===== config.mk =====
export PLATFORM = sky130hd
export DESIGN_NAME = lzfg_cmdq
export DESIGN_NICKNAME = d
export VERILOG_FILES = /design/src/lzfg_pkg.sv /design/src/lzfg_cmdq.sv
export SDC_FILE = /design/constraint.sdc
export NUM_CORES = 1
export LEC_CHECK = 0
export BUFFER_PORTS_ARGS = -buffer_cell sky130_fd_sc_hd__buf_4
export CAP_MARGIN = 20
export CORE_UTILIZATION = 35
export CTS_CLUSTER_DIAMETER = 100
export DETAILED_ROUTE_END_ITERATION = 12
export PLACE_DENSITY = 0.61
export SLEW_MARGIN = 40
export SYNTH_ARGS = -nofsm -noshare
export SYNTH_HDL_FRONTEND = slang
export SYNTH_SLANG_ARGS = --single-unit
export TNS_END_PERCENT = 100

===== constraint.sdc =====
create_clock -name clk -period 3 [get_ports clk]
set_clock_uncertainty 0.1 [all_clocks]
set_input_delay 0.3 -clock clk [delete_from_list [all_inputs] [get_ports clk]]
set_output_delay 0.3 -clock clk [all_outputs]
set_load 0.05 [all_outputs]

===== src/lzfg_pkg.sv =====
package lzfg_pkg;

	localparam int LENGTH_BITS  = 5;
	localparam int OFFSET_BITS  = 11;
	localparam int MAX_MATCH    = (1 << LENGTH_BITS) - 1;
	localparam int WINDOW       = (1 << OFFSET_BITS) - 1;
	localparam int RING_AW      = OFFSET_BITS + 1;
	localparam int RING_DEPTH   = 1 << RING_AW;
	localparam int MIN_MATCH    = 2;
	localparam int TOKEN_BITS   = 16;
	localparam int GROUP_TOKENS = 8;
	localparam int GROUP_BYTES  = 2 * GROUP_TOKENS;
	localparam int GB_AW        = $clog2(GROUP_BYTES);
	localparam int GB_CW        = $clog2(GROUP_BYTES + 1);
	localparam int GT_AW        = $clog2(GROUP_TOKENS);
	localparam int GT_CW        = $clog2(GROUP_TOKENS + 1);
	localparam logic [31:0] LIMIT_RESET = 32'hFFFF_FFFF;
	localparam logic [31:0] COUNT_MAX   = 32'hFFFF_FFFF;

	typedef logic [LENGTH_BITS-1:0] len_t;
	typedef logic [OFFSET_BITS-1:0] off_t;
	typedef logic [RING_AW-1:0]     pos_t;

	typedef struct packed {
		logic [7:0] data_byte;
		logic       final_byte;
	} in_t;

	typedef struct packed {
		logic [7:0]  out_byte;
		logic        stored;
		logic        run_end;
		logic        stream_end;
		logic [31:0] total_length;
	} out_t;

	// one coding job: lookahead count at the first head and the stream end mark
	typedef struct packed {
		len_t cnt;
		logic fin;
	} cmd_t;

	typedef enum logic {
		MSG_TOKEN = 1'b0,
		MSG_FLUSH = 1'b1
	} msg_kind_t;

	typedef struct packed {
		msg_kind_t  kind;
		logic       literal;
		logic [7:0] hi;
		logic [7:0] lo;
		logic       tail;
		logic       fin;
	} tok_t;

endpackage


===== src/lzfg_cmdq.sv =====
module lzfg_cmdq import lzfg_pkg::*; (
	input  logic clk,
	input  logic arst_n,
	input  logic push,
	input  cmd_t wdata,
	output logic full,
	input  logic pop,
	output logic valid,
	output cmd_t rdata
);

	cmd_t       ent_q [2];
	logic       wp_q;
	logic       rp_q;
	logic [1:0] n_q;

	assign full  = (n_q == 2'd2);
	assign valid = (n_q != 2'd0);
	assign rdata = ent_q[rp_q];

	always_ff @(posedge clk) begin
		if (push && !full) begin
			ent_q[wp_q] <= wdata;
		end
	end

	always_ff @(posedge clk or negedge arst_n) begin
		if (!arst_n) begin
			wp_q <= 1'b0;
			rp_q <= 1'b0;
			n_q  <= 2'd0;
		end else begin
			if (push && !full) begin
				wp_q <= ~wp_q;
			end
			if (pop && valid) begin
				rp_q <= ~rp_q;
			end
			n_q <= n_q + 2'((push && !full) ? 1 : 0) - 2'((pop && valid) ? 1 : 0);
		end
	end

endmodule


==> results.toml <==
[critical_path]
crit_required_ns = 3.10
start_kind = "flop"
crit_family = "adder cells"
max_stage_delay_ns = 0.41
path_class = "reg -> reg"
cp_max_fo = 3
cp-end-kind = "flop"
path_cells = "or2_4 > and2_4 > ha_1 > inv_1 > ha_1 > xnor2_1 > xnor2_1"
cp.arrival_ns = 1.89
worst_path_max_delay_cell = "dfrtp_1"
path_buf_inv = 1

[cts]
numClockSinks = 16
cts_tree = "yes"
cts_inserted_buffers = 3
h-tree-depth = 1
clkLatencyLatePin_ns = 0.28
clock-root-buffer = "clkbuf_4"
cts_buffer_depth = 2
cts.reportedPaths.clkPinSlew_ns = 0.09

[final_layout]
n_antenna_cell = 0
drive_gt1_frac = 0.483
stdcell_area_sq_um = 828
syn_to_final_growth_pct = 29.8
nets = 71

[synthesis]
ys_ff_latch = 16
synthDominantCellAreaShare = 0.565
syn_inst = 37
yosysTopAreaCell = "edfxtp_1"
synthesis.nets = 49
synth_area_leaders = "edfxtp_1 56%, dfrtp_1 16%, mux2_2 11%"
syn_avg_cell_area_sq_um = 17.2
yosysSeqAreaShare = 0.722
synth_area_sq_um = 638
yosys_warnings = 0
synth_cell_types = 14

[drt]
drt-initial-drc-count = 12
postRouteAntennaNets = 0
first_pass_iters = 4
wirelength_um = 909
viasPerCell = 4.49
avgRoutedWirePerCell_um = 11.0
vias = 373
drc_errors = 0

[pwr]
vdd_drop_max_v = 0.000568
power_density_nw_per_um2 = 1110
leakagePower_nw = 0.343

[floorplan]
die_area_sq_um = 2000
num_io_pins = 18
num_rows = 15
core-area_sq_um = 1730
start_util = 0.370
die_w_um = 44.7
die_h_um = 44.7

[global_routing]
first_global_vias = 354
antenna_found_initial = 0
grt_pass1_wl_um = 1480
track_usage = 0.116
grt_start_max_net_pins = 10
globalRouteOverflowTotal = 0

[sta]
setup_tns_ns = 0
fin_crit_ns = 1.79
max_freq_ghz = 0.559
max_slew_margin = 0.614
worst_slew_pin_slew_ns = 0.577
holdWs_ns = 0.0962
layout_setup_ws_ns = 1.21
setup_viol = 0
period_share = 0.596
rsz0062_at_grt = "false"
finalHoldViolations = 0
finalMaxSlewViolations = 0

[outcome]
outcome = "completed"

[place]
gpl.final_weighted_congestion = 0.695
place_hpwl_um = 648
portBuffers = 17
post-place-ws_ns = 1.23
dpl_cell_area_sq_um = 792

[min_path]
min_path_type = "in -> reg"

[job]
maxCapViolations = 0
power breakdown:
group | internal [mW] | switching, mW | total (mW)
Clock | 0.0516 | 0.0617 | 0.113
Combinational | 0.172 | 0.277 | 0.449
Sequential | 0.313 | 0.0407 | 0.353
Total | 0.536 | 0.379 | 0.915
cell usage after synthesis:
master / number
or2_4: 1
and3_1: 1
xor2_1: 1
and2_4: 1
edfxtp_1: 12
xnor2_1: 3
ha_1: 2
nand2_1: 1
nand2b_1: 1
dfrtp_1: 4
buf_2: 1
inv_1: 2
mux2_2: 6
nor2_1: 1
metal layers:
metal / part of all wire / track usage
met5: 0 / 0
met3: 0.072 / 0.0720
met1: 0.44 / 0.118
met4: 0.029 / 0.0727
met2: 0.45 / 0.179
cells by family after synthesis:
group                      synth area share
and+or+nand+nor                      0.0588
muxes                                 0.106
adders and majority gates            0.0392
xor gates and xnor gates             0.0549
buffers and inverters                0.0196
DFF                                   0.722
through the flow:
stage	instances	power [mW]	util
5_1_grt	83	0.971	0.480
4_1_cts	83	0.926	0.480
6_report	83	0.915	0.480
2_1_floorplan	37	0.696	-
3_3_place_gp	78	0.809	0.459
3_5_place_dp	78	0.810	0.459
final timing paths:
path	startpoint	end	slack, ns	cells past startpoint
setup / recovery	n_q[1]	n_q[1]	1.21	7
hold / removal	wdata[2]	ent_q[0][2]	0.1	1
setup reg to reg	n_q[1]	n_q[1]	1.21	7
hold reg to reg	wp_q	wp_q	0.39	1
max in group asynchronous	arst_n	rp_q	2.45	2
min in group asynchronous	arst_n	n_q[0]	0.25	2
registers in the layout (all words and copies together), names as in the netlist:
signal / count
n_q: 2
ent_q: 12
wp_q: 1
rp_q: 1
placed cells by master (no fill, tap or decap):
master,n
buf_4,17
edfxtp_1,12
mux2_2,6
dfrtp_1,4
xnor2_1,3
clkbuf_4,3
inv_1,2
ha_1,2
or2_4,1
and2_4,1
nand2b_1,1
nand2_1,1
and3_1,1
nor2_1,1
xor2_1,1
clkbuf_1,1
dlygate4sd3_1,1
what timing repair did:
action                                 CTS  global route
gates resized for setup                  0             0
buffers inserted                         0             0
endpoints found under the hold margin    4             0
hold buffers                             1             0
area by class of cell:
class                   count  area [sq um]
flip-flops and latches     16           460
well taps                  25          31.3
multi-input cells          18           165
inverters                   2          7.51
clock buffers               4          26.3
repair buffers             18           138
fillers                   164           898
Note: power is estimated with default switching activity, not from simulation.
