[config.mk]
export PLATFORM = sky130hd
export DESIGN_NAME = lzfg_pack
export DESIGN_NICKNAME = d
export VERILOG_FILES = /design/src/lzfg_pkg.sv /design/src/lzfg_pack.sv
export SDC_FILE = /design/constraint.sdc
export NUM_CORES = 1
export LEC_CHECK = 0
export BUFFER_PORTS_ARGS = -buffer_cell sky130_fd_sc_hd__buf_4
export CAP_MARGIN = 20
export CORE_ASPECT_RATIO = 2
export CORE_MARGIN = 2
export CORE_UTILIZATION = 55
export CTS_CLUSTER_DIAMETER = 60
export DETAILED_ROUTE_END_ITERATION = 8
export GPL_ROUTABILITY_DRIVEN = 1
export GPL_TIMING_DRIVEN = 0
export PLACE_DENSITY_LB_ADDON = 0.08
export SYNTH_ARGS = -nofsm -noshare
export SYNTH_HDL_FRONTEND = slang
export SYNTH_SLANG_ARGS = --single-unit
[constraint.sdc]
create_clock -name clk -period 3.7 [get_ports clk]
set_clock_uncertainty 0.2 [all_clocks]
set_input_delay 0.74 -clock clk [delete_from_list [all_inputs] [get_ports clk]]
set_output_delay 0.74 -clock clk [all_outputs]
set_load 0.02 [all_outputs]
[src/lzfg_pkg.sv]
package lzfg_pkg;

	localparam int LENGTH_BITS  = 5;
	localparam int OFFSET_BITS  = 11;
	localparam int MAX_MATCH    = (1 << LENGTH_BITS) - 1;
	localparam int WINDOW       = (1 << OFFSET_BITS) - 1;
	localparam int RING_AW      = OFFSET_BITS + 1;
	localparam int RING_DEPTH   = 1 << RING_AW;
	localparam int MIN_MATCH    = 2;
	localparam int TOKEN_BITS   = 16;
	localparam int GROUP_TOKENS = 8;
	localparam int GROUP_BYTES  = 2 * GROUP_TOKENS;
	localparam int GB_AW        = $clog2(GROUP_BYTES);
	localparam int GB_CW        = $clog2(GROUP_BYTES + 1);
	localparam int GT_AW        = $clog2(GROUP_TOKENS);
	localparam int GT_CW        = $clog2(GROUP_TOKENS + 1);
	localparam logic [31:0] LIMIT_RESET = 32'hFFFF_FFFF;
	localparam logic [31:0] COUNT_MAX   = 32'hFFFF_FFFF;

	typedef logic [LENGTH_BITS-1:0] len_t;
	typedef logic [OFFSET_BITS-1:0] off_t;
	typedef logic [RING_AW-1:0]     pos_t;

	typedef struct packed {
		logic [7:0] data_byte;
		logic       final_byte;
	} in_t;

	typedef struct packed {
		logic [7:0]  out_byte;
		logic        stored;
		logic        run_end;
		logic        stream_end;
		logic [31:0] total_length;
	} out_t;

	// one coding job: lookahead count at the first head and the stream end mark
	typedef struct packed {
		len_t cnt;
		logic fin;
	} cmd_t;

	typedef enum logic {
		MSG_TOKEN = 1'b0,
		MSG_FLUSH = 1'b1
	} msg_kind_t;

	typedef struct packed {
		msg_kind_t  kind;
		logic       literal;
		logic [7:0] hi;
		logic [7:0] lo;
		logic       tail;
		logic       fin;
	} tok_t;

endpackage

[src/lzfg_pack.sv]
module lzfg_pack import lzfg_pkg::*; (
	input  logic        clk,
	input  logic        arst_n,
	input  logic        tok_valid,
	input  tok_t        tok,
	output logic        tok_ready,
	input  logic [31:0] limit,
	input  logic        pop,
	output logic        empty,
	output out_t        result
);

	typedef enum logic [2:0] {
		P_IDLE = 3'b001,
		P_FLAG = 3'b010,
		P_BODY = 3'b100
	} pst_t;

	pst_t                    st_q;
	logic [7:0]              gb_q [GROUP_BYTES];
	logic [GB_CW-1:0]        gbc_q;
	logic [GT_CW-1:0]        gtc_q;
	logic [GROUP_TOKENS-1:0] flags_q;
	logic [31:0]             be_q;
	logic                    run_q;
	logic                    strm_q;
	logic                    clr_q;
	logic [GT_AW-1:0]        t_q;
	logic [GB_AW-1:0]        pos_q;
	logic                    half_q;
	logic                    both_q;
	logic                    ov_q;
	out_t                    out_q;

	logic             slot;
	logic             emit;
	logic             take;
	logic [GT_CW-1:0] gtc_inc;
	logic             lit_t;
	logic             last;
	logic             both_now;
	logic [31:0]      be_inc;
	logic [7:0]       ob;
	logic             st_bit;

	assign slot      = ~ov_q | pop;
	assign emit      = slot & ((st_q == P_FLAG) | (st_q == P_BODY));
	assign tok_ready = (st_q == P_IDLE);
	assign take      = tok_valid & tok_ready;
	assign gtc_inc   = gtc_q + GT_CW'(1);
	assign lit_t     = flags_q[t_q];
	assign last      = (st_q == P_BODY) & (({1'b0, t_q} + GT_CW'(1)) == gtc_q)
		& (lit_t | half_q);
	// a match token is marked stored only when both of its bytes fit
	assign both_now  = ({1'b0, be_q} + 33'd1) < {1'b0, limit};
	assign be_inc    = (be_q == COUNT_MAX) ? be_q : be_q + 32'd1;

	always_comb begin
		if (st_q == P_FLAG) begin
			ob     = flags_q;
			st_bit = (be_q < limit);
		end else begin
			ob = gb_q[pos_q];
			if (lit_t) begin
				st_bit = (be_q < limit);
			end else if (half_q) begin
				st_bit = both_q;
			end else begin
				st_bit = both_now;
			end
		end
	end

	assign empty  = ~ov_q;
	assign result = out_q;

	always_ff @(posedge clk) begin
		if (take && tok.kind == MSG_TOKEN) begin
			gb_q[gbc_q[GB_AW-1:0]] <= tok.hi;
			if (!tok.literal) begin
				gb_q[gbc_q[GB_AW-1:0] + GB_AW'(1)] <= tok.lo;
			end
		end
		if (emit) begin
			out_q.out_byte     <= ob;
			out_q.stored       <= st_bit;
			out_q.run_end      <= last & run_q;
			out_q.stream_end   <= last & strm_q;
			out_q.total_length <= be_inc;
			if (st_q == P_BODY && !lit_t && !half_q) begin
				both_q <= both_now;
			end
		end
		if (take && tok.kind == MSG_TOKEN && gtc_inc == GT_CW'(GROUP_TOKENS)) begin
			run_q  <= tok.tail;
			strm_q <= tok.tail & tok.fin;
			clr_q  <= 1'b0;
		end else if (take && tok.kind == MSG_FLUSH) begin
			run_q  <= 1'b1;
			strm_q <= 1'b1;
			clr_q  <= 1'b1;
		end
	end

	always_ff @(posedge clk or negedge arst_n) begin
		if (!arst_n) begin
			st_q    <= P_IDLE;
			gbc_q   <= '0;
			gtc_q   <= '0;
			flags_q <= '0;
			be_q    <= '0;
			t_q     <= '0;
			pos_q   <= '0;
			half_q  <= 1'b0;
			ov_q    <= 1'b0;
		end else begin
			if (emit) begin
				ov_q <= 1'b1;
			end else if (pop) begin
				ov_q <= 1'b0;
			end
			case (st_q)
				P_IDLE: begin
					if (take && tok.kind == MSG_TOKEN) begin
						gtc_q <= gtc_inc;
						if (tok.literal) begin
							flags_q[gtc_q[GT_AW-1:0]] <= 1'b1;
							gbc_q <= gbc_q + GB_CW'(1);
						end else begin
							gbc_q <= gbc_q + GB_CW'(2);
						end
						if (gtc_inc == GT_CW'(GROUP_TOKENS)) begin
							st_q <= P_FLAG;
						end
					end else if (take) begin
						if (gtc_q != '0) begin
							st_q <= P_FLAG;
						end else begin
							be_q <= '0;
						end
					end
				end
				P_FLAG: begin
					if (emit) begin
						be_q   <= be_inc;
						t_q    <= '0;
						pos_q  <= '0;
						half_q <= 1'b0;
						st_q   <= P_BODY;
					end
				end
				P_BODY: begin
					if (emit) begin
						be_q  <= (last && clr_q) ? 32'd0 : be_inc;
						pos_q <= pos_q + GB_AW'(1);
						if (lit_t || half_q) begin
							t_q    <= t_q + GT_AW'(1);
							half_q <= 1'b0;
						end else begin
							half_q <= 1'b1;
						end
						if (last) begin
							gbc_q   <= '0;
							gtc_q   <= '0;
							flags_q <= '0;
							st_q    <= P_IDLE;
						end
					end
				end
				default: begin
					st_q <= P_IDLE;
				end
			endcase
		end
	end

endmodule

==> flow_metrics.env <==
export IMPL_drv_cap=0
export IMPL_syn_avg_cell_area_um2=12.37
export IMPL_clockBufferDepth=3
export IMPL_place_inst=1533
export IMPL_timing_hold_ws_ps=103.1
export IMPL_p_clk_share_pct=27.0
export IMPL_synth_compound_area_share_pct=8.064
export IMPL_h_tree_depth=1
export IMPL_worst_pin_slew_ps=886.0
export IMPL_area_delta_synth_final_pct=15.77
export IMPL_place_area_um2=14800
export IMPL_critPathKind="reg -> reg"
export IMPL_startpoint="be_q[0]"
export IMPL_syn_nets=1231
export IMPL_grt_pass1_vias=10200
export IMPL_drc=0
export IMPL_peakVddDrop_mv=0.4540
export IMPL_fp_dieW_um=115.3
export IMPL_rsz0062_at_grt="yes"
export IMPL_crit_family="simple AND/OR/NAND/NOR gates"
export IMPL_fin_crit_ps=3724
export IMPL_synth_top_family_by_area="multiplexers"
export IMPL_maxSlewViolCount=0
export IMPL_synth_edf_count=174
export IMPL_worstPathMaxFanout=6
export IMPL_layout_setup_ws_ps=-24.20
export IMPL_synth_area_leaders="edfxtp_1, dfrtp_1, mux2_2"
export IMPL_worstReg2RegEnd="result[34]"
export IMPL_hp_class="in -> async"
export IMPL_antenna_found_initial=0
export IMPL_clock_sinks=235
export IMPL_final_area_um2=15770
export IMPL_p_total_mw=7.992
export IMPL_ios=101
export IMPL_firstDrtPassIters=5
export IMPL_setup_violations=1
export IMPL_cp_data_arrival_time_ps=3780
export IMPL_dieArea_um2=26120
export IMPL_rrSetupSlack_ps=-20
export IMPL_synthXorXnorAreaFrac_pct=2.829
export IMPL_yosys_top_cells_count="edfxtp_1, mux2_2, nand2_1"
export IMPL_syn_area_um2=13620
export IMPL_dp_hpwl_mm=28.57
export IMPL_cpMostUsedCell="buf_4"
export IMPL_numCtsBuffers=22
export IMPL_grt_first_pass_wirelength_mm=56.67
export IMPL_endpoint_kind="flip-flop"
export IMPL_crit_path_top_delay_cell="dfrtp_2"
export IMPL_p_leak_nw=6.368
export IMPL_clock_fmax_mhz=268.5
export IMPL_fin_cells=1583
export IMPL_track_usage_pct=29.23
export IMPL_nets=1366
export IMPL_yosysSeqAreaShare_pct=49.53
export IMPL_cp_required_ps=3760
export IMPL_yosys_area_share_adder_pct=6.796
export IMPL_path_clk_slew_ps=70
export IMPL_gp_congestion=0.9347
export IMPL_clockRootBuffer="clkbuf_16"
export IMPL_synthSimpleGateAreaFrac_pct=11.73
export IMPL_dr_total_vias=9545
export IMPL_violations="negative setup slack"
export IMPL_initial_core_util_pct=55.78
export IMPL_final_util_pct=64.57
export IMPL_post_route_period_util_pct=100.7
export IMPL_io_buffers=99
export IMPL_hold_violations=0
export IMPL_yosysMostFrequentCell="edfxtp_1"
export IMPL_antennaDiodeCount=0
export IMPL_synthCells=1101
export IMPL_r2r_cells=15
export IMPL_cts_tree="done"
export IMPL_grt_overflow=0
export IMPL_critPathBufInv=3
export IMPL_p_int_mw=5.338
export IMPL_ys_ff_latch=235
export IMPL_switching_share_pct=33.22
export IMPL_startpoint_type="flip-flop"
export IMPL_yosysTopAreaCell="edfxtp_1"
export IMPL_crit_reg2reg_launch="be_q[0]"
export IMPL_ys_types=64
export IMPL_netlist_area_leader_share_pct=38.35
export IMPL_die_y_um=226.6
export IMPL_via_per_inst=6.030
export IMPL_setup_tns_ps=-24.20
export IMPL_drtAntennaViolNets=0
export IMPL_switchingPower_mw=2.655
export IMPL_path_cells="buf_4 -> nand3_4 -> nor3_4 -> nand3_2 -> or2_2 -> xnor2_1 -> ha_1 -> nand4_1 -> buf_4 -> buf_4 -> o21ai_0 -> o221ai_1 -> o211ai_1 -> and3b_1 -> o211ai_1"
export IMPL_synthArstFlopShare_pct=25.53
export IMPL_drtIter0Drc=507
export IMPL_clock_latency_ps=530
export IMPL_worstSetupPathDepth=15
export IMPL_status="finished with violations"
export IMPL_drive_above_1_share_pct=32.77
export IMPL_muxShareOfSynthArea_pct=17.90
export IMPL_synth_ff_type="edfxtp_1"
export IMPL_combPwrFrac_pct=31.2
export IMPL_slowest_delay_ps=400
export IMPL_rows=81
export IMPL_p_seq_share_pct=41.8
export IMPL_max_slew_margin_pct=40.31
export IMPL_powerDensity_nw_per_um2=506.8
export IMPL_routedWlPerCell_um=23.35
export IMPL_cp_endpoint="result[34]"
export IMPL_pre_cts_slack_ps=-1131
export IMPL_grt_max_degree=61
export IMPL_core_area_um2=24420
export IMPL_routed_wl_mm=36.97
export IMPL_ctsHoldBuffers=0
export IMPL_ys_warn_count=0
==> worst min-delay path by stage <==
stage               startpoint          to
finish                  arst_n    gbc_q[1]
global route            arst_n    gbc_q[1]
CTS                     arst_n    gbc_q[1]
detailed placement  flags_q[2]  flags_q[2]
global placement        strm_q  result[32]
floorplan               arst_n     be_q[0]
==> power groups by stage <==
stage / Combinational (mW) / Sequential [mW] / Clock [mW]
2_1_floorplan: 1.66 / 3.37 / 0
3_3_place_gp: 2.38 / 3.39 / 0
3_5_place_dp: 2.43 / 3.40 / 0
4_1_cts: 2.50 / 3.34 / 2.19
5_1_grt: 2.70 / 3.37 / 2.27
6_report: 2.49 / 3.34 / 2.16
==> cells by family after synthesis <==
kind of cell,Yosys count
fa+ha+maj,74
flops,235
buf+inv,108
compound gates,157
xor+xnor,44
simple gates,309
mux,174
==> flip-flops by register name, indices dropped and copies added, names as in the netlist <==
signal	count
pos_q	4
ov_q	1
clr_q	1
run_q	1
half_q	1
gtc_q	4
be_q	32
gb_q	128
strm_q	1
result	43
gbc_q	4
both_q	1
flags_q	8
t_q	3
st_q	3
==> area by class of cell <==
cell class | count | area (um^2)
Inverter | 48 | 180.2
Clock buffer | 27 | 590.6
Sequential cell | 235 | 6760
Fill cell | 1942 | 8653
Timing Repair Buffer | 114 | 872.1
Buffer | 57 | 246.5
Clock inverter | 12 | 61.31
Tap cell | 332 | 415.4
Multi-Input combinational cell | 758 | 6645
==> timing repair <==
action,in CTS,in global routing
pin swaps,12,5
endpoints found under the hold margin,0,0
buffers inserted,13,1
gates resized for setup,32,28
endpoints found under the setup margin,2,130
==> placed cells by master (no fill, tap or decap), drive strengths merged, types with 10 or more instances in the layout <==
cell type / netlist / layout
nand4: 21 / 21
xnor2: 22 / 22
edfxtp: 174 / 174
mux2: 131 / 131
nand3: 44 / 44
o21ai: 34 / 34
a311oi: 14 / 14
xor2: 22 / 22
a21oi: 47 / 47
ha: 74 / 74
clkinv: 0 / 10
nor3: 12 / 12
buf: 11 / 125
nand2: 97 / 97
dfrtp: 59 / 59
nand2b: 27 / 27
mux4: 42 / 42
a21o: 12 / 12
nor2: 61 / 61
inv: 48 / 48
clkbuf: 49 / 73
==> layer usage <==
layer | share of wire, % | wire length, um | global-route usage (%) | vias up
li1 | - | - | - | 4416
met1 | 30 | 11200 | 26.51 | 4677
met2 | 60 | 22010 | 58.37 | 304
met3 | 3.0 | 1092 | 2.539 | 148
met4 | 7.2 | 2656 | 19.82 | 0
met5 | 0 | 0 | 0 | -
(Power assumes the default switching activity.)
