===== config.mk =====
export PLATFORM = sky130hd
export DESIGN_NAME = lzfg_front
export DESIGN_NICKNAME = d
export VERILOG_FILES = /design/src/lzfg_pkg.sv /design/src/lzfg_front.sv
export SDC_FILE = /design/constraint.sdc
export NUM_CORES = 1
export LEC_CHECK = 0
export ABC_AREA = 1
export BUFFER_PORTS_ARGS = -buffer_cell sky130_fd_sc_hd__buf_2
export CAP_MARGIN = 20
export CORE_MARGIN = 2
export CORE_UTILIZATION = 30
export DETAILED_ROUTE_END_ITERATION = 10
export PLACE_DENSITY_LB_ADDON = 0.3
export SYNTH_ARGS = -nofsm -noshare
export SYNTH_HDL_FRONTEND = slang
export SYNTH_SLANG_ARGS = --single-unit

===== constraint.sdc =====
create_clock -name clk -period 2.3 [get_ports clk]
set_input_delay 0.345 -clock clk [delete_from_list [all_inputs] [get_ports clk]]
set_output_delay 0.345 -clock clk [all_outputs]
set_load 0.05 [all_outputs]

===== src/lzfg_pkg.sv =====
package lzfg_pkg;

	localparam int LENGTH_BITS  = 5;
	localparam int OFFSET_BITS  = 11;
	localparam int MAX_MATCH    = (1 << LENGTH_BITS) - 1;
	localparam int WINDOW       = (1 << OFFSET_BITS) - 1;
	localparam int RING_AW      = OFFSET_BITS + 1;
	localparam int RING_DEPTH   = 1 << RING_AW;
	localparam int MIN_MATCH    = 2;
	localparam int TOKEN_BITS   = 16;
	localparam int GROUP_TOKENS = 8;
	localparam int GROUP_BYTES  = 2 * GROUP_TOKENS;
	localparam int GB_AW        = $clog2(GROUP_BYTES);
	localparam int GB_CW        = $clog2(GROUP_BYTES + 1);
	localparam int GT_AW        = $clog2(GROUP_TOKENS);
	localparam int GT_CW        = $clog2(GROUP_TOKENS + 1);
	localparam logic [31:0] LIMIT_RESET = 32'hFFFF_FFFF;
	localparam logic [31:0] COUNT_MAX   = 32'hFFFF_FFFF;

	typedef logic [LENGTH_BITS-1:0] len_t;
	typedef logic [OFFSET_BITS-1:0] off_t;
	typedef logic [RING_AW-1:0]     pos_t;

	typedef struct packed {
		logic [7:0] data_byte;
		logic       final_byte;
	} in_t;

	typedef struct packed {
		logic [7:0]  out_byte;
		logic        stored;
		logic        run_end;
		logic        stream_end;
		logic [31:0] total_length;
	} out_t;

	// one coding job: lookahead count at the first head and the stream end mark
	typedef struct packed {
		len_t cnt;
		logic fin;
	} cmd_t;

	typedef enum logic {
		MSG_TOKEN = 1'b0,
		MSG_FLUSH = 1'b1
	} msg_kind_t;

	typedef struct packed {
		msg_kind_t  kind;
		logic       literal;
		logic [7:0] hi;
		logic [7:0] lo;
		logic       tail;
		logic       fin;
	} tok_t;

endpackage


===== src/lzfg_front.sv =====
module lzfg_front import lzfg_pkg::*; (
	input  logic       clk,
	input  logic       arst_n,
	input  logic       push,
	output logic       full,
	input  in_t        data,
	output logic       ram_we,
	output pos_t       ram_waddr,
	output logic [7:0] ram_wdata,
	output logic       cmd_push,
	output cmd_t       cmd,
	input  logic       cmd_full
);

	len_t count_q;
	pos_t wr_q;
	logic accept;
	len_t cnt_inc;
	logic look_full;

	assign accept    = push & ~cmd_full;
	assign full      = cmd_full;
	assign cnt_inc   = count_q + len_t'(1);
	assign look_full = (cnt_inc == len_t'(MAX_MATCH));

	assign ram_we    = accept;
	assign ram_waddr = wr_q;
	assign ram_wdata = data.data_byte;

	assign cmd_push  = accept & (data.final_byte | look_full);
	assign cmd.cnt   = cnt_inc;
	assign cmd.fin   = data.final_byte;

	always_ff @(posedge clk or negedge arst_n) begin
		if (!arst_n) begin
			count_q <= '0;
			wr_q    <= '0;
		end else if (accept) begin
			wr_q <= wr_q + pos_t'(1);
			if (data.final_byte) begin
				count_q <= '0;
			end else if (look_full) begin
				count_q <= len_t'(MAX_MATCH - 1);
			end else begin
				count_q <= cnt_inc;
			end
		end
	end

endmodule


==> results of run 1 <==
worst max-delay path, cell delays in order, from the launching register on:
cell and delay [ns]:
dfrtp_1 0.43, ha_1 0.24, inv_1 0.06, nand2_1 0.06, nand2_1 0.07, nor2_1 0.09, nand3_1 0.13, a21oi_2 0.13
buf_2 0.27
metal layers:
metal	share of wire, %	vias up
li1	-	462
met2	46	23
met3	6.6	2
met1	46	388
met4	0.64	0
met5	0	-
state kept, by name, summed over array words and instances (netlist names):
signal	count
ram_waddr	12
count_q	5
cell families (layout without fill, tap and decap cells):
group | count (synthesis) | count (layout)
xor gates and xnor gates | 6 | 6
DFF | 17 | 17
buffers and inverters | 34 | 54
and+or+nand+nor | 75 | 75
adders and majority gates | 3 | 3
AOI/OAI and AO/OA | 5 | 5
cell usage in the layout (no fill, tap or decap):
master / instances
nor3_2: 1
dlygate4sd3_1: 1
nor2_2: 1
buf_2: 25
nor3_4: 1
xnor2_1: 1
clkbuf_4: 3
nor3_1: 1
nor2_1: 8
clkinv_2: 1
a21oi_2: 1
nand2_1: 46
nand4_1: 6
inv_1: 22
dfrtp_1: 17
nand2_2: 1
ha_1: 3
nand3_1: 10
clkinv_1: 1
o21ai_0: 4
xor2_1: 5
buf_4: 1
worst max-delay path by stage:
stage	to	start	slack [ns]	cells past startpoint
after global placement	cmd_push	count_q[0]	0.57	7
after global routing	cmd_push	count_q[1]	0.01	8
after CTS	cmd_push	count_q[1]	0.16	8
after detailed placement	cmd_push	count_q[1]	0.51	8
final	cmd_push	count_q[1]	0.18	8
after floorplan	cmd_push	count_q[0]	0.07	6
layout make-up:
class                   count  share of cell area (%)
clock buffers               3                    1.89
clock inverters             1                   0.420
inverters                  23                    7.24
multi-input cells          89                    38.0
flip-flops and latches     17                    35.7
well taps                  46                    4.83
repair buffers             27                    12.0
stage by stage:
step	worst slack (ns)	power, mW
floorplan	0.0715	0.894
global placement	0.565	0.980
detailed placement	0.514	0.987
CTS	0.160	1.16
global route	0.0111	1.22
finish	0.178	1.14
power by group through the flow:
stage / clock, mW / sequential [mW] / combinational [mW]
after floorplan: 0 / 0.648 / 0.246
after global placement: 0 / 0.457 / 0.523
after detailed placement: 0 / 0.461 / 0.525
after CTS: 0.175 / 0.455 / 0.528
after global routing: 0.190 / 0.468 / 0.566
final: 0.166 / 0.452 / 0.521
repair_timing:
action,CTS,global route
hold endpoints to repair,17,0
resized for setup,0,0
hold buffers,1,0
endpoints found under the setup margin,0,0
==> run_results.csv, run 1 <==
group,metric,value,unit
sta,max_freq,471,MHz
critical_path,r2r_setup_slack,0.94,ns
power_and_ir_drop,p_int,550,uW
sta,fin_crit_sh,92.2,%
synth,synth_area_per_cell,7.44,um^2
route,post-route-drc-count,0,
synth,synth_top_family_by_area,"simple AND/OR/NAND/NOR gates",
sta,rsz0062_at_grt,"false",
layout,instances_no_fill,206,
synth,synth_fa_ha_area_share,3.61,%
sta,setup_viol_count_final,0,
die,die_w,62.9,um
die,row_count,21,
route,dr.pass1.iters,4,
clocking,cts-root-buf,"clkbuf_4",
synth,synth_edf_count,0,
clocking,cts-htree-levels,1,
synth,yosysTopAreaCell,"dfrtp_1",
synth,synthesis.area,1040,um^2
run_status,status,"finished clean",
place,gp_congestion,0.821,
layout,fin_nets,177,
route,via_per_inst,4.25,
sta,final_max_slew_viol_count,0,
layout,diodes,0,
critical_path,worstPathArrival,1.78,ns
sta,period_needed,2.12,ns
layout,fin_area,1190,um^2
power_and_ir_drop,switchingPower,590,uW
synth,synthFlopType,"dfrtp_1",
die,die_h,62.9,um
worst_hold_path,hp-start,"data[0]",
synth,ys.warnings.count,0,
critical_path,rr_endpoint,"ram_waddr[6]",
sta,maxSlewHeadroom,74.2,%
grt,grt_max_degree,18,
clocking,cts_setup_buffers,0,
clocking,cts_buffer_depth,2,
critical_path,critPathLaunchType,"flip-flop",
place,place_area,1150,um^2
grt,grt_pass1_vias,833,
synth,synthArstFlopShare,100,%
worst_hold_path,hold_end,"count_q[1]",
synth,synthMuxAreaShare,0,%
layout,area_delta_synth_final,14.5,%
sta,worstMarginPinSlew,0.387,ns
layout,nFillCells,377,
route,routedWlPerCell,9.88,um
grt,grt_pass1_wl,3.65,mm
synth,yosys-top-cells-area,"dfrtp_1 (41%), nand2_1 (17%), inv_1 (7.9%), buf_4 (7.2%), nand3_1 (4.8%)",
power_and_ir_drop,power.leakage,0.674,nW
die,start_util,31.2,%
route,finalWirelength,2.04,mm
layout,layout-drive-gt1-share,21.9,%
power_and_ir_drop,sequentialPowerShare,39.7,%
critical_path,critPathMaxFanout,5,
sta,tns,0,ns
synth,synth.most_common_cell,"nand2_1",
clocking,cts_sinks,17,
clocking,cts_tree,"yes",
power_and_ir_drop,clkPwrFrac,14.6,%
synth,synth_xor_area_share,5.05,%
power_and_ir_drop,combPwrFrac,45.7,%
synth,syn_nets,156,
place,place_hpwl,1.60,mm
route,ant_nets,0,
synth,synth-simple-area-share,32.1,%
job,drv_cap,0,
critical_path,crit_type,"flip-flop to output pin",
route,via_count,875,
clocking,cts_buffers,3,
synth,seq_area_frac_synth,40.9,%
die,core_area,3340,um^2
critical_path,r2r_start,"ram_waddr[0]",
critical_path,reg2reg_depth,6,
place,placed_cells,201,
synth,synth_common_cells,"nand2_1 (46), inv_1 (22), dfrtp_1 (17)",
synth,synth.distinct_cells,19,
grt,use_met3,5.05,%
synth,synth_top_area_share,40.9,%
grt,grt_usage,11.6,%
clocking,path_clk_slew,0.10,ns
grt,met2_usage,19.7,%
grt,antenna_found_initial,0,
sta,hold_slack,0.345,ns
synth,synth_compound_area_share,2.40,%
place,place.port_buffers,25,
layout,multi_input_area,453,um^2
sta,final.setup_skew,0.00793,ns
power_and_ir_drop,peakVddDrop,0.000369,V
grt,grt_use_met1,13.5,%
route,drtIter0Drc,21,
worst_hold_path,hold_class,"input port to flip-flop",
grt,top_usage_layer,"met2",
critical_path,endpoint_kind,"output pin",
die,io-pin-count,42,
power_and_ir_drop,power_density,956,nW/um^2
layout,utilization,35.7,%
synth,netlist_instances,140,
sta,hold_violations,0,
worst_hold_path,min_path_cells,4,
critical_path,worst-endpoint-required,1.96,ns
grt,overflow,0,
die,dieArea,3960,um^2
clocking,clkLatencyLatePin,0.30,ns
synth,yosys_register_bits,17,
layout,seq_area,425,um^2
power_and_ir_drop,p_sw_share,51.8,%
No activity file was read; power rests on OpenSTA's default activity.
==> run 2, diff against run 1 <==
- CORE_UTILIZATION: 30 -> 51
==> run 2 against run 1 <==
Flip-flop and latch count stayed put. Worst setup slack worse by 0.010 ns. Hold slack better by 0.017 ns. Fmax is 0.49% lower. Sequential power hardly changed. Clock power is 4% lower. Clock skew is 0.0042 ns lower. Critical endpoint unchanged. Wire length is 0.20% lower. Largest cell class unchanged. Non-clock buffer count is 1 lower.
==> run_results.csv, run 2 (synthesis results as in run 1) <==
group,metric,value,unit
power_and_ir_drop,sequentialPowerShare,39.8,%
grt,overflow,0,
sta,maxSlewHeadroom,74.2,%
sta,max_freq,469,MHz
run_status,status,"finished clean",
critical_path,slowest_delay,0.44,ns
clocking,clkLatencyLatePin,0.28,ns
sta,rsz0062_at_grt,"false",
die,row_count,16,
power_and_ir_drop,switchingPower,579,uW
route,wl_met3,121,um
place,place_area,1120,um^2
power_and_ir_drop,peakVddDrop,0.000828,V
critical_path,endpoint_kind,"output pin",
clocking,cts-htree-levels,1,
layout,area_delta_synth_final,11.4,%
clocking,cts_setup_buffers,0,
sta,worstMarginPinSlew,0.387,ns
sta,layout_setup_ws,0.168,ns
power_and_ir_drop,clkPwrFrac,14.0,%
critical_path,crit_family,"flip-flops",
place,place_hpwl,1.58,mm
sta,tns,0,ns
critical_path,crit_type,"flip-flop to output pin",
layout,mostFrequentLayoutCell,"nand2_1",
critical_path,path_buf_inv,1,
grt,grt_pass1_vias,839,
critical_path,worstPathArrival,1.79,ns
sta,final_max_slew_viol_count,0,
route,m1WireLength,872,um
power_and_ir_drop,combPwrFrac,46.2,%
power_and_ir_drop,p_int,552,uW
route,via_per_inst,4.90,
grt,grt_pass1_wl,3.69,mm
die,core_area,1940,um^2
grt,grt_usage,19.5,%
layout,diodes,0,
power_and_ir_drop,power.leakage,0.667,nW
grt,antenna_found_initial,0,
clocking,cts_sinks,17,
die,io-pin-count,42,
route,routedWlPerCell,10.9,um
layout,largest_reg_flops,12,
critical_path,cp_cell_sequence,"ha_1, nand3_1, nand2_1, nand2_1, nand3_1, a21oi_2, buf_2",
layout,final_cell_mix,"nand2_1 (46), buf_2 (25), inv_1 (22), dfrtp_1 (17), nand3_1 (10)",
layout,utilization,59.7,%
place,place.port_buffers,25,
layout,fin_nets,176,
layout,fin_area,1160,um^2
route,wl_met2,1.03,mm
route,top_layer,"met4",
critical_path,critPathMaxFanout,5,
grt,grt_max_degree,18,
place,gp_congestion,0.768,
layout,instances_no_fill,186,
power_and_ir_drop,total_power,1.13,mW
route,ant_nets,0,
die,die_h,49.2,um
route,finalWirelength,2.03,mm
clocking,path_clk_slew,0.10,ns
sta,period_needed,2.13,ns
sta,hold_violations,0,
die,start_util,53.6,%
power_and_ir_drop,power_density,974,nW/um^2
worst_hold_path,hold_class,"input port to flip-flop",
sta,setup_viol_count_final,0,
place,place_ws,0.491,ns
sta,fin_crit_sh,92.7,%
power_and_ir_drop,p_sw_share,51.2,%
route,dr.pass1.iters,4,
critical_path,crit_slowest_cell,"dfrtp_1",
place,placed_cells,181,
layout,nFillCells,178,
clocking,cts_buffers,3,
clocking,cts_tree,"yes",
die,die_w,49.2,um
die,dieArea,2420,um^2
clocking,cts_buffer_depth,2,
route,via_count,912,
sta,hold_slack,0.362,ns
critical_path,worst-endpoint-required,1.96,ns
critical_path,critPathLaunchType,"flip-flop",
layout,layout-drive-gt1-share,20.8,%
clocking,cts-root-buf,"clkbuf_4",
job,drv_cap,0,
sta,final.setup_skew,0.00377,ns
route,drtIter0Drc,10,
clocking,cts_resized,0,
route,post-route-drc-count,0,
-- run 2: cell count changes in the layout (fill, tap and decap cells not counted) --
cell      delta
clkinv_2     -1
buf_4        -1
clkbuf_1     +1
-- run 2: layout make-up --
cell class / instances / area (um^2) / area share (%)
inverters: 23 / 86.3 / 7.44
flip-flops and latches: 17 / 425 / 36.7
clock buffers: 4 / 26.3 / 2.27
repair buffers: 26 / 135 / 11.7
multi-input cells: 89 / 453 / 39.1
well taps: 27 / 33.8 / 2.91
-- run 2: power by group through the flow --
stage	Combinational, mW	Sequential (mW)	Clock [mW]
3_5_place_dp	0.523	0.457	0
2_1_floorplan	0.246	0.648	0
6_report	0.522	0.450	0.159
3_3_place_gp	0.519	0.454	0
5_1_grt	0.559	0.465	0.184
4_1_cts	0.527	0.451	0.168
-- run 2: repair_timing --
action / in CTS / in global routing
endpoints found under the hold margin: 17 / 0
setup endpoints to repair: 0 / 0
hold buffers: 1 / 0
-- run 2: path summary, 6_finish.rpt --
| check | startpoint | to | slack (ns) | cells after the start |
|---|---|---|---|---|
| min reg2reg | ram_waddr[11] | ram_waddr[11] | 0.50 | 2 |
| max in group asynchronous | arst_n | count_q[1] | 1.53 | 2 |
| max | count_q[0] | cmd_push | 0.17 | 7 |
| min in group asynchronous | arst_n | ram_waddr[4] | 0.50 | 2 |
| max reg2reg | ram_waddr[0] | ram_waddr[6] | 0.91 | 6 |
| min | data[0] | count_q[1] | 0.36 | 4 |
-- run 2: worst min-delay path: cells and delay by family --
family        cells  cell delay [ns]
buf+inv           1             0.10
simple gates      3             0.17
-- run 2: metal layers --
metal  global-route usage, %  vias up
met2                    35.1       27
met3                    3.68        6
met5                       0        -
met1                    23.0      420
met4                    6.67        0
li1                        -      459
==> run 3, diff against run 2 <==
- PLACE_DENSITY: unset -> 0.84
- PLACE_DENSITY_LB_ADDON: 0.3 -> unset
==> run 3 against run 2 <==
Die area is the same. First-iteration DRC count grew 60%. Wire length grew 2.9%. Fmax is essentially flat. Clock skew is essentially flat. Largest cell class unchanged. Highest routed layer unchanged.
==> run_results.csv, run 3 (synthesis results as in run 1) <==
group,metric,value,unit
run_status,status,"finished clean",
clocking,cts_tree,"yes",
die,row_count,16,
die,io-pin-count,42,
clocking,cts_buffer_depth,2,
layout,instances_no_fill,186,
layout,utilization,59.7,%
critical_path,critPathLaunchType,"flip-flop",
critical_path,crit_type,"flip-flop to output pin",
layout,largest_reg_flops,12,
critical_path,slowest_delay,0.44,ns
sta,period_needed,2.13,ns
job,drv_cap,0,
critical_path,worstPathArrival,1.79,ns
power_and_ir_drop,total_power,1.15,mW
clocking,path_clk_slew,0.11,ns
clocking,clkLatencyLatePin,0.29,ns
route,dr.pass1.iters,4,
place,gp_congestion,0.862,
sta,hold_slack,0.345,ns
sta,fin_crit_sh,92.8,%
worst_hold_path,min_path_cells,4,
clocking,cts_sinks,17,
sta,rsz0062_at_grt,"false",
route,via_count,912,
worst_hold_path,hold_class,"input port to flip-flop",
critical_path,r2r_setup_slack,0.91,ns
layout,nFillCells,195,
critical_path,r2r_start,"ram_waddr[0]",
route,routedWlPerCell,11.2,um
grt,grt_usage,20.3,%
sta,setup_viol_count_final,0,
die,core_area,1940,um^2
route,via_per_inst,4.90,
place,place_hpwl,1.62,mm
die,die_h,49.2,um
sta,tns,0,ns
critical_path,path_buf_inv,1,
layout,layout-drive-gt1-share,20.8,%
sta,max_freq,469,MHz
grt,grt_max_degree,18,
sta,final.setup_skew,0.00408,ns
clocking,cts-htree-levels,1,
place,place.port_buffers,25,
grt,grt_pass1_vias,908,
critical_path,crit_family,"flip-flops",
critical_path,path_common_cell,"nand2_1",
layout,diodes,0,
critical_path,cp_cell_sequence,"ha_1, nand2_1, nand2_1, nor2_1, nand3_1, a21oi_2, buf_2",
layout,final_cell_mix,"nand2_1 (46), buf_2 (25), inv_1 (22), dfrtp_1 (17), nand3_1 (10)",
power_and_ir_drop,peakVddDrop,0.000653,V
sta,final_max_slew_viol_count,0,
sta,hold_violations,0,
sta,layout_setup_ws,0.166,ns
critical_path,critPathMaxFanout,5,
clocking,cts_buffers,3,
route,ant_nets,0,
sta,maxSlewHeadroom,74.9,%
route,finalWirelength,2.09,mm
clocking,cts-root-buf,"clkbuf_4",
grt,grt_pass1_wl,3.77,mm
layout,mostFrequentLayoutCell,"nand2_1",
worst_hold_path,hp-start,"data[0]",
critical_path,worst-endpoint-required,1.96,ns
route,post-route-drc-count,0,
grt,overflow,0,
route,drtIter0Drc,16,
layout,fin_area,1160,um^2
place,place_area,1120,um^2
power_and_ir_drop,power_density,988,nW/um^2
worst_hold_path,hold_end,"count_q[1]",
place,place_ws,0.484,ns
die,die_w,49.2,um
place,placed_cells,181,
grt,antenna_found_initial,0,
critical_path,reg2reg_depth,6,
critical_path,endpoint_kind,"output pin",
layout,area_delta_synth_final,11.4,%
layout,fin_nets,176,
sta,worstMarginPinSlew,0.377,ns
die,dieArea,2420,um^2
power_and_ir_drop,power.leakage,0.667,nW
critical_path,crit_slowest_cell,"dfrtp_1",
die,start_util,53.6,%
critical_path,rr_endpoint,"ram_waddr[6]",
run 3: cell counts in the layout (fill, tap and decap cells not counted):
No cell type changed its count.
run 3: timing repair:
action                                 CTS  global route
hold buffers                             1             0
buffers inserted                         0             0
resized for setup                        0             0
endpoints found under the hold margin   17             0
run 3: final cells by class:
type                    instances  area (um^2)  area share, %
repair buffers                 26          135           11.7
well taps                      27         33.8           2.91
multi-input cells              89          453           39.1
flip-flops and latches         17          425           36.7
inverters                      23         86.3           7.44
clock buffers                   4         26.3           2.27
run 3: metal layers:
layer | track usage (%) | share of wire (%) | vias to the layer above
met3 | 4.29 | 4.9 | 6
met5 | 0 | 0 | -
met1 | 23.5 | 41 | 414
met4 | 11.9 | 2.0 | 0
li1 | - | - | 461
met2 | 34.5 | 52 | 31
run 3: how the worst max path moves through the flow:
stage | endpoint | depth (start not counted) | slack (ns) | from
after floorplan | cmd_push | 6 | 0.07 | count_q[0]
after global placement | cmd_push | 7 | 0.57 | count_q[0]
after detailed placement | cmd_push | 7 | 0.48 | count_q[0]
after CTS | cmd_push | 7 | 0.14 | count_q[0]
after global routing | cmd_push | 8 | 0.01 | count_q[1]
final | cmd_push | 7 | 0.17 | count_q[0]
run 3: where the power goes:
part / switching (mW) / internal (mW) / leakage [nW]
sequential: 0.0888 / 0.365 / 0.218
combinational: 0.406 / 0.119 / 0.434
clock: 0.0992 / 0.0675 / 0.0150
run 3: tightest hold or removal path, cell delays in order:
cell and delay [ns]:
buf_2 0.10, nor2_2 0.06, nand2_1 0.06, nand2_1 0.04
